[src/sv/lspf_pkg.sv]
// shared types and constants for the literal substring position finder
package lspf_pkg;

  localparam int QUERY_MAX = 16;
  localparam int CAND_MAX  = 1024;

  localparam int QLEN_W = $clog2(QUERY_MAX + 1);
  localparam int IDX_W  = $clog2(CAND_MAX + 1);
  localparam int SUM_W  = IDX_W + 1;
  localparam int POS_W  = 10;
  localparam int CH_W   = 8;

  localparam logic OP_LOAD      = 1'b0;
  localparam logic OP_SCAN      = 1'b1;
  localparam logic KIND_POS     = 1'b0;
  localparam logic KIND_VERDICT = 1'b1;

  typedef struct packed {
    logic            op;
    logic [CH_W-1:0] ch;
    logic            last;
  } in_item_t;

  typedef struct packed {
    logic             kind;
    logic [POS_W-1:0] position;
    logic             found;
    logic             final_res;
  } out_item_t;

  // result burst handed from the match unit to the emitter
  typedef struct packed {
    logic              vld;
    logic [POS_W-1:0]  start;
    logic [QLEN_W-1:0] cnt;
    logic              verdict;
    logic              found;
  } burst_t;

endpackage

[src/sv/lspf_match.sv]
// query store, candidate window and parallel window compare
module lspf_match (
  input  logic                clk,
  input  logic                rst_n,
  input  logic                acc,
  input  lspf_pkg::in_item_t  item,
  output lspf_pkg::burst_t    burst
);

  logic [lspf_pkg::QLEN_W-1:0] qlen_r, qlen_nxt, qlen_eff;
  logic                        qclosed_r, qclosed_nxt;
  logic [lspf_pkg::CH_W-1:0]   qrev_r [lspf_pkg::QUERY_MAX];
  logic [lspf_pkg::CH_W-1:0]   win_r  [lspf_pkg::QUERY_MAX];
  logic [lspf_pkg::CH_W-1:0]   win_nxt [lspf_pkg::QUERY_MAX];
  logic [lspf_pkg::IDX_W-1:0]  cidx_r, cidx_nxt;
  logic [lspf_pkg::IDX_W-1:0]  estart_r, estart_nxt;
  logic                        anym_r, anym_nxt;
  logic                        q_room, in_rng, hit, eq_all;
  logic [lspf_pkg::SUM_W-1:0]  end_cnt, need;
  logic [lspf_pkg::SUM_W-1:0]  start_full;
  logic [lspf_pkg::QUERY_MAX-1:0] eq;

  // query length bookkeeping: a load after close starts a fresh query
  assign qlen_eff = qclosed_r ? '0 : qlen_r;
  assign q_room   = qlen_eff < lspf_pkg::QLEN_W'(lspf_pkg::QUERY_MAX);
  assign in_rng   = cidx_r < lspf_pkg::IDX_W'(lspf_pkg::CAND_MAX);

  // shifted window with the new byte at the front
  always_comb begin
    win_nxt[0] = item.ch;
    for (int k = 1; k < lspf_pkg::QUERY_MAX; k++) begin
      win_nxt[k] = win_r[k-1];
    end
  end

  // per-position compare, query kept newest first so entry k pairs with window k
  always_comb begin
    for (int k = 0; k < lspf_pkg::QUERY_MAX; k++) begin
      eq[k] = (lspf_pkg::QLEN_W'(k) >= qlen_r) || (win_nxt[k] == qrev_r[k]);
    end
  end

  assign eq_all     = &eq;
  assign end_cnt    = lspf_pkg::SUM_W'(cidx_r) + lspf_pkg::SUM_W'(1);
  assign need       = lspf_pkg::SUM_W'(qlen_r) + lspf_pkg::SUM_W'(estart_r);
  assign hit        = (item.op == lspf_pkg::OP_SCAN) && in_rng && (qlen_r != '0) &&
                      (end_cnt >= need) && eq_all;
  assign start_full = end_cnt - lspf_pkg::SUM_W'(qlen_r);

  // burst description for the emitter
  always_comb begin
    burst.vld     = (item.op == lspf_pkg::OP_SCAN) && (hit || item.last);
    burst.start   = start_full[lspf_pkg::POS_W-1:0];
    burst.cnt     = hit ? qlen_r : '0;
    burst.verdict = item.last;
    burst.found   = anym_r || hit;
  end

  // next state of the control registers
  always_comb begin
    qlen_nxt    = qlen_r;
    qclosed_nxt = qclosed_r;
    cidx_nxt    = cidx_r;
    estart_nxt  = estart_r;
    anym_nxt    = anym_r;
    if (item.op == lspf_pkg::OP_LOAD) begin
      qlen_nxt    = q_room ? qlen_eff + lspf_pkg::QLEN_W'(1) : qlen_eff;
      qclosed_nxt = item.last;
    end else begin
      if (in_rng) begin
        cidx_nxt = end_cnt[lspf_pkg::IDX_W-1:0];
      end
      if (hit) begin
        estart_nxt = end_cnt[lspf_pkg::IDX_W-1:0];
        anym_nxt   = 1'b1;
      end
      if (item.last) begin
        cidx_nxt   = '0;
        estart_nxt = '0;
        anym_nxt   = 1'b0;
      end
    end
  end

  always_ff @(posedge clk) begin
    if (!rst_n) begin
      qlen_r    <= '0;
      qclosed_r <= 1'b0;
      cidx_r    <= '0;
      estart_r  <= '0;
      anym_r    <= 1'b0;
    end else if (acc) begin
      qlen_r    <= qlen_nxt;
      qclosed_r <= qclosed_nxt;
      cidx_r    <= cidx_nxt;
      estart_r  <= estart_nxt;
      anym_r    <= anym_nxt;
    end
  end

  // query and window byte stores
  always_ff @(posedge clk) begin
    if (acc && (item.op == lspf_pkg::OP_LOAD) && q_room) begin
      qrev_r[0] <= item.ch;
      for (int k = 1; k < lspf_pkg::QUERY_MAX; k++) begin
        qrev_r[k] <= qrev_r[k-1];
      end
    end
    if (acc && (item.op == lspf_pkg::OP_SCAN) && in_rng) begin
      for (int k = 0; k < lspf_pkg::QUERY_MAX; k++) begin
        win_r[k] <= win_nxt[k];
      end
    end
  end

endmodule

[src/sv/lspf_emit.sv]
// result register that plays out a burst of positions and a verdict
module lspf_emit (
  input  logic                 clk,
  input  logic                 rst_n,
  input  logic                 load,
  input  lspf_pkg::burst_t     burst,
  output logic                 free,
  output logic                 out_valid,
  input  logic                 out_stall,
  output lspf_pkg::out_item_t  out_data
);

  logic                        busy_r, busy_nxt;
  logic [lspf_pkg::POS_W-1:0]  pos_r, pos_nxt;
  logic [lspf_pkg::QLEN_W-1:0] rem_r, rem_nxt;
  logic                        vrd_r, vrd_nxt;
  logic                        fnd_r, fnd_nxt;
  logic                        xfer, is_final;

  // current result
  assign is_final = (rem_r == '0) || ((rem_r == lspf_pkg::QLEN_W'(1)) && !vrd_r);
  always_comb begin
    if (rem_r != '0) begin
      out_data.kind     = lspf_pkg::KIND_POS;
      out_data.position = pos_r;
      out_data.found    = 1'b0;
    end else begin
      out_data.kind     = lspf_pkg::KIND_VERDICT;
      out_data.position = '0;
      out_data.found    = fnd_r;
    end
    out_data.final_res = is_final;
  end

  assign out_valid = busy_r;
  assign xfer      = busy_r && !out_stall;
  assign free      = !busy_r || (xfer && is_final);

  // advance through the burst, reload when a new one arrives
  always_comb begin
    busy_nxt = busy_r;
    pos_nxt  = pos_r;
    rem_nxt  = rem_r;
    vrd_nxt  = vrd_r;
    fnd_nxt  = fnd_r;
    if (xfer) begin
      if (is_final) begin
        busy_nxt = 1'b0;
      end
      if (rem_r != '0) begin
        rem_nxt = rem_r - lspf_pkg::QLEN_W'(1);
        pos_nxt = pos_r + lspf_pkg::POS_W'(1);
      end
    end
    if (load) begin
      busy_nxt = 1'b1;
      pos_nxt  = burst.start;
      rem_nxt  = burst.cnt;
      vrd_nxt  = burst.verdict;
      fnd_nxt  = burst.found;
    end
  end

  always_ff @(posedge clk) begin
    if (!rst_n) begin
      busy_r <= 1'b0;
    end else begin
      busy_r <= busy_nxt;
    end
  end

  always_ff @(posedge clk) begin
    pos_r <= pos_nxt;
    rem_r <= rem_nxt;
    vrd_r <= vrd_nxt;
    fnd_r <= fnd_nxt;
  end

endmodule

[src/sv/literal_substring_position_finder_top.sv]
// the first result of a transaction is valid in the cycle after acceptance
// throughput: one transaction per cycle while out_stall is low and each causes
// at most one result; one causing more holds the output register and stalls
// the input until its last is taken; bursts are at most query length plus one
// reset: synchronous active-low; clears query length, candidate counters and
// the output valid; query and window bytes are not cleared
module literal_substring_position_finder_top (
  input  logic                 clk,
  input  logic                 rst_n,
  input  logic                 in_valid,
  output logic                 in_stall,
  input  lspf_pkg::in_item_t   in_data,
  output logic                 out_valid,
  input  logic                 out_stall,
  output lspf_pkg::out_item_t  out_data
);

  logic             acc;
  logic             free;
  lspf_pkg::burst_t burst;

  assign in_stall = !free;
  assign acc      = in_valid && free;

  // match unit
  lspf_match u_match (
    .clk   (clk),
    .rst_n (rst_n),
    .acc   (acc),
    .item  (in_data),
    .burst (burst)
  );

  // output sequencer
  lspf_emit u_emit (
    .clk       (clk),
    .rst_n     (rst_n),
    .load      (acc && burst.vld),
    .burst     (burst),
    .free      (free),
    .out_valid (out_valid),
    .out_stall (out_stall),
    .out_data  (out_data)
  );

  // input waits while a burst still has results after the current one
  a_stall_mid_burst: assert property (@(posedge clk) disable iff (!rst_n)
    out_valid && !out_data.final_res |-> in_stall)
    else $error("input accepted in the middle of a burst");

  // a verdict always closes its transaction
  a_verdict_final: assert property (@(posedge clk) disable iff (!rst_n)
    out_valid && (out_data.kind == lspf_pkg::KIND_VERDICT) |-> out_data.final_res)
    else $error("verdict not marked final");

  // positions inside a burst step by one
  a_pos_step: assert property (@(posedge clk) disable iff (!rst_n)
    out_valid && !out_stall && !out_data.final_res &&
    (out_data.kind == lspf_pkg::KIND_POS)
    |=> out_valid && ((out_data.kind == lspf_pkg::KIND_VERDICT) ||
        (out_data.position == $past(out_data.position) + lspf_pkg::POS_W'(1))))
    else $error("position burst broken");

  // a position result never carries a found flag
  a_pos_no_found: assert property (@(posedge clk) disable iff (!rst_n)
    out_valid && (out_data.kind == lspf_pkg::KIND_POS) |-> !out_data.found)
    else $error("found flag on a position result");

endmodule
[config.mk]
export PLATFORM = sky130hd
export DESIGN_NAME = literal_substring_position_finder_top
export DESIGN_NICKNAME = d
export VERILOG_FILES = /design/src/sv/lspf_pkg.sv /design/src/sv/lspf_match.sv /design/src/sv/lspf_emit.sv /design/src/sv/literal_substring_position_finder_top.sv
export SDC_FILE = /design/constraint.sdc
export NUM_CORES = 1
export LEC_CHECK = 0
export BUFFER_PORTS_ARGS = -buffer_cell sky130_fd_sc_hd__buf_2
export CAP_MARGIN = 10
export CORE_ASPECT_RATIO = 0.6
export CORE_MARGIN = 8
export CORE_UTILIZATION = 59
export DETAILED_ROUTE_END_ITERATION = 10
export MAX_ROUTING_LAYER = met4
export PLACE_DENSITY = 0.76
export SYNTH_ARGS = -nofsm -noshare
export SYNTH_HDL_FRONTEND = slang
export SYNTH_SLANG_ARGS = --single-unit
[constraint.sdc]
create_clock -name clk -period 26.1 [get_ports clk]
set_input_delay 2.61 -clock clk [delete_from_list [all_inputs] [get_ports clk]]
set_output_delay 2.61 -clock clk [all_outputs]
set_load 0.1 [all_outputs]
==> results.yml <==
clock_tree:
  cts_tree: "done"
  clkLatencyLatePin_ns: 0.53
  root_buffer: "clkbuf_16"
  cts_max_level: 1
  postCtsSetupBuffers: 0
  cts.path.max_buffers: 3
  postCtsHoldBufs: 0
  cts_sinks: 295
  cts_made_buffers: 27
  cts_resized: 0
  cts.clk_slew.worst_paths_ns: 0.06
yosys:
  synth.avg_cell_area_um2: 14.91
  ys_warn_count: 0
  ys_types: 50
  async_flop_share_pct: 0
  synthFlopType: "edfxtp_1"
  synth-simple-area-share_pct: 8.445
  post_synth_main_area_contributors: "edfxtp_1 (64%), xor2_1 (9.8%), dfxtp_1 (4.9%)"
  synth_fa_ha_area_share_pct: 3.058
  synth_top_family_by_area: "XOR/XNOR gates"
  synth_cells: 829
  ys_ff_latch: 295
  synth_mux_area_share_pct: 2.309
  synth_compound_area_share_pct: 4.101
  synthesis.area_um2: 12360
  synthXorXnorAreaFrac_pct: 11.62
  syn_nets: 872
  yosysTopAreaCell: "edfxtp_1"
  yosysTopAreaCellShare_pct: 64.40
  synth_edf_count: 265
  ys_seq_area_share_pct: 69.26
floorplan:
  die_x_um: 202.8
  die_h_um: 128.1
  coreArea_um2: 20780
  dieArea_um2: 25980
  top_level_ports: 29
  num_rows: 41
  start_util_pct: 59.48
global_routing:
  grt_max_degree: 89
  grt_first_pass_wirelength_um: 34820
  antenna_found_initial: 0
  grt_pass1_vias: 6656
  grt_use_total_pct: 17.18
  gr-total-overflow: 0
power:
  fin_total_pwr_mw: 1.014
  ir_worst_vdd_v: 0.00005588
  leakage_nw: 4.845
  p_per_area_nw_per_um2: 73.91
finish:
  drive_gt1_share_pct: 9.753
  layout_common_cells: "edfxtp_1 (265), xor2_1 (138), nand2_1 (60), dfxtp_1 (30), nor4_1 (29)"
  layout_commonest_cell: "edfxtp_1"
  fin_nets: 917
  n_fill_cell: 1442
  area_growth_pct: 11.04
  multi_input_area_um2: 3674
  antennaDiodeCount: 0
  seq_area_um2: 8558
place:
  post-dp-hpwl_um: 14610
  place_congestion: 0.8680
  io_buffer_count: 28
critical_path:
  cp-end-kind: "primary output"
  r2r-start: "u_match.qlen_r[0]$_SDFFE_PN0P_"
  worstSetupPathType: "input pin to primary output"
  r2r_slack_ns: 21.59
  cp.required_ns: 23.49
  arrival_ns: 3.46
  reg2reg_depth: 17
  path_max_fanout: 5
  r2r-end: "u_emit.rem_r[1]$_DFFE_PP_"
  startpoint_type: "input pin"
sta:
  finalHoldViolCount: 0
  rsz0062_at_grt: "false"
  drv_slew: 0
  fin_crit_ns: 6.066
  min_period_over_period_pct: 23.24
  slew_headroom_pct: 23.99
  worstMarginPinSlew_ns: 1.140
  finalSetupTns_ns: 0
  finClkSkew_ns: 0.01583
  setup_viol: 0
  fmax_mhz: 164.9
flow_run:
  drv_cap: 0
drt:
  wl_per_cell_um: 18.41
  drc: 0
  dr.pass1.iters: 5
  ant_nets: 0
  vias_per_cell: 5.677
  initialDrtViolationCount: 654
  wl_um: 21560
  dr_total_vias: 6648
min_path:
  holdCritPathClass: "flop to flop"
  worstHoldPathCells: 0
  hp-start: "u_match.win_r[0][50]$_DFFE_PP_"
  holdPathEnd: "u_match.win_r[0][58]$_DFFE_PP_"
status:
  status: "complete, no violations"
## final cells by class
cell class / instances / share of cell area, %
sequential: 295 / 62.37
multi-input combinational: 502 / 26.77
clock buffer: 28 / 4.952
tap: 279 / 2.544
clock inverter: 19 / 1.623
timing repair buffer: 33 / 1.322
inverter: 15 / 0.4104
## state kept, by name, summed over array words and instances, names as in the netlist
register / flops
u_match.qlen_r: 5
u_match.estart_r: 11
u_emit.vrd_r: 1
u_emit.out_valid: 1
u_emit.rem_r: 5
u_emit.fnd_r: 1
u_match.anym_r: 1
u_match.qrev_r: 128
u_emit.pos_r: 10
u_match.win_r: 120
u_match.qclosed_r: 1
u_match.cidx_r: 11
## worst max path at each step
| stage | to | start | cells past startpoint |
|---|---|---|---|
| 3_5_place_dp | in_stall | out_stall | 4 |
| 6_report | in_stall | out_stall | 4 |
| 2_1_floorplan | u_match.qlen_r[1]$_SDFFE_PN0P_ | out_stall | 6 |
| 4_1_cts | in_stall | out_stall | 4 |
| 3_3_place_gp | in_stall | out_stall | 4 |
| 5_1_grt | in_stall | out_stall | 4 |
## synthesized netlist by cell type, drive strengths merged (10+ instances only)
library cell / instances
edfxtp: 265
a22oi: 10
xor2: 138
nand4: 10
nand3: 13
xnor2: 26
mux2i: 24
ha: 27
nor2b: 27
nand2: 61
inv: 15
nor2: 28
o21ai: 26
dfxtp: 30
nor4: 33
clkbuf: 13
a21oi: 24
## routing by layer
layer  track usage, %  wire (µm)
met3            2.928       1381
met1            23.57       9729
met2            26.73      10090
met4            4.248        364
met5                -          0
## report_power, final
group / total, mW / switching (mW) / internal (mW)
Clock: 0.403 / 0.165 / 0.238
Combinational: 0.0602 / 0.0421 / 0.0181
Sequential: 0.551 / 0.0129 / 0.538
## per-stage QoR
stage                     instances  hold slack (ns)  utilization [%]  setup slack [ns]  area (µm²)
after global routing           1171           0.4721            66.04             19.98       13720
after floorplan                 829           0.4290                -             15.92       12360
after CTS                      1170           0.4594            65.99             20.05       13710
after detailed placement       1123           0.4538            61.64             20.09       12810
after global placement         1123           0.4491            61.64             20.10       12810
final                          1171           0.4604            66.04             20.03       13720
## kinds of logic after synthesis
| family | after synthesis |
|---|---|
| fa+ha+maj | 29 |
| xor+xnor | 164 |
| simple gates | 199 |
| compound gates | 82 |
| buf+inv | 32 |
| mux | 28 |
| flops | 295 |
## critical path: stages
cell     delay [ns]
buf_2          0.11
o21ai_1        0.30
inv_1          0.12
buf_2          0.31
Note: power is estimated with default switching activity, not from simulation.
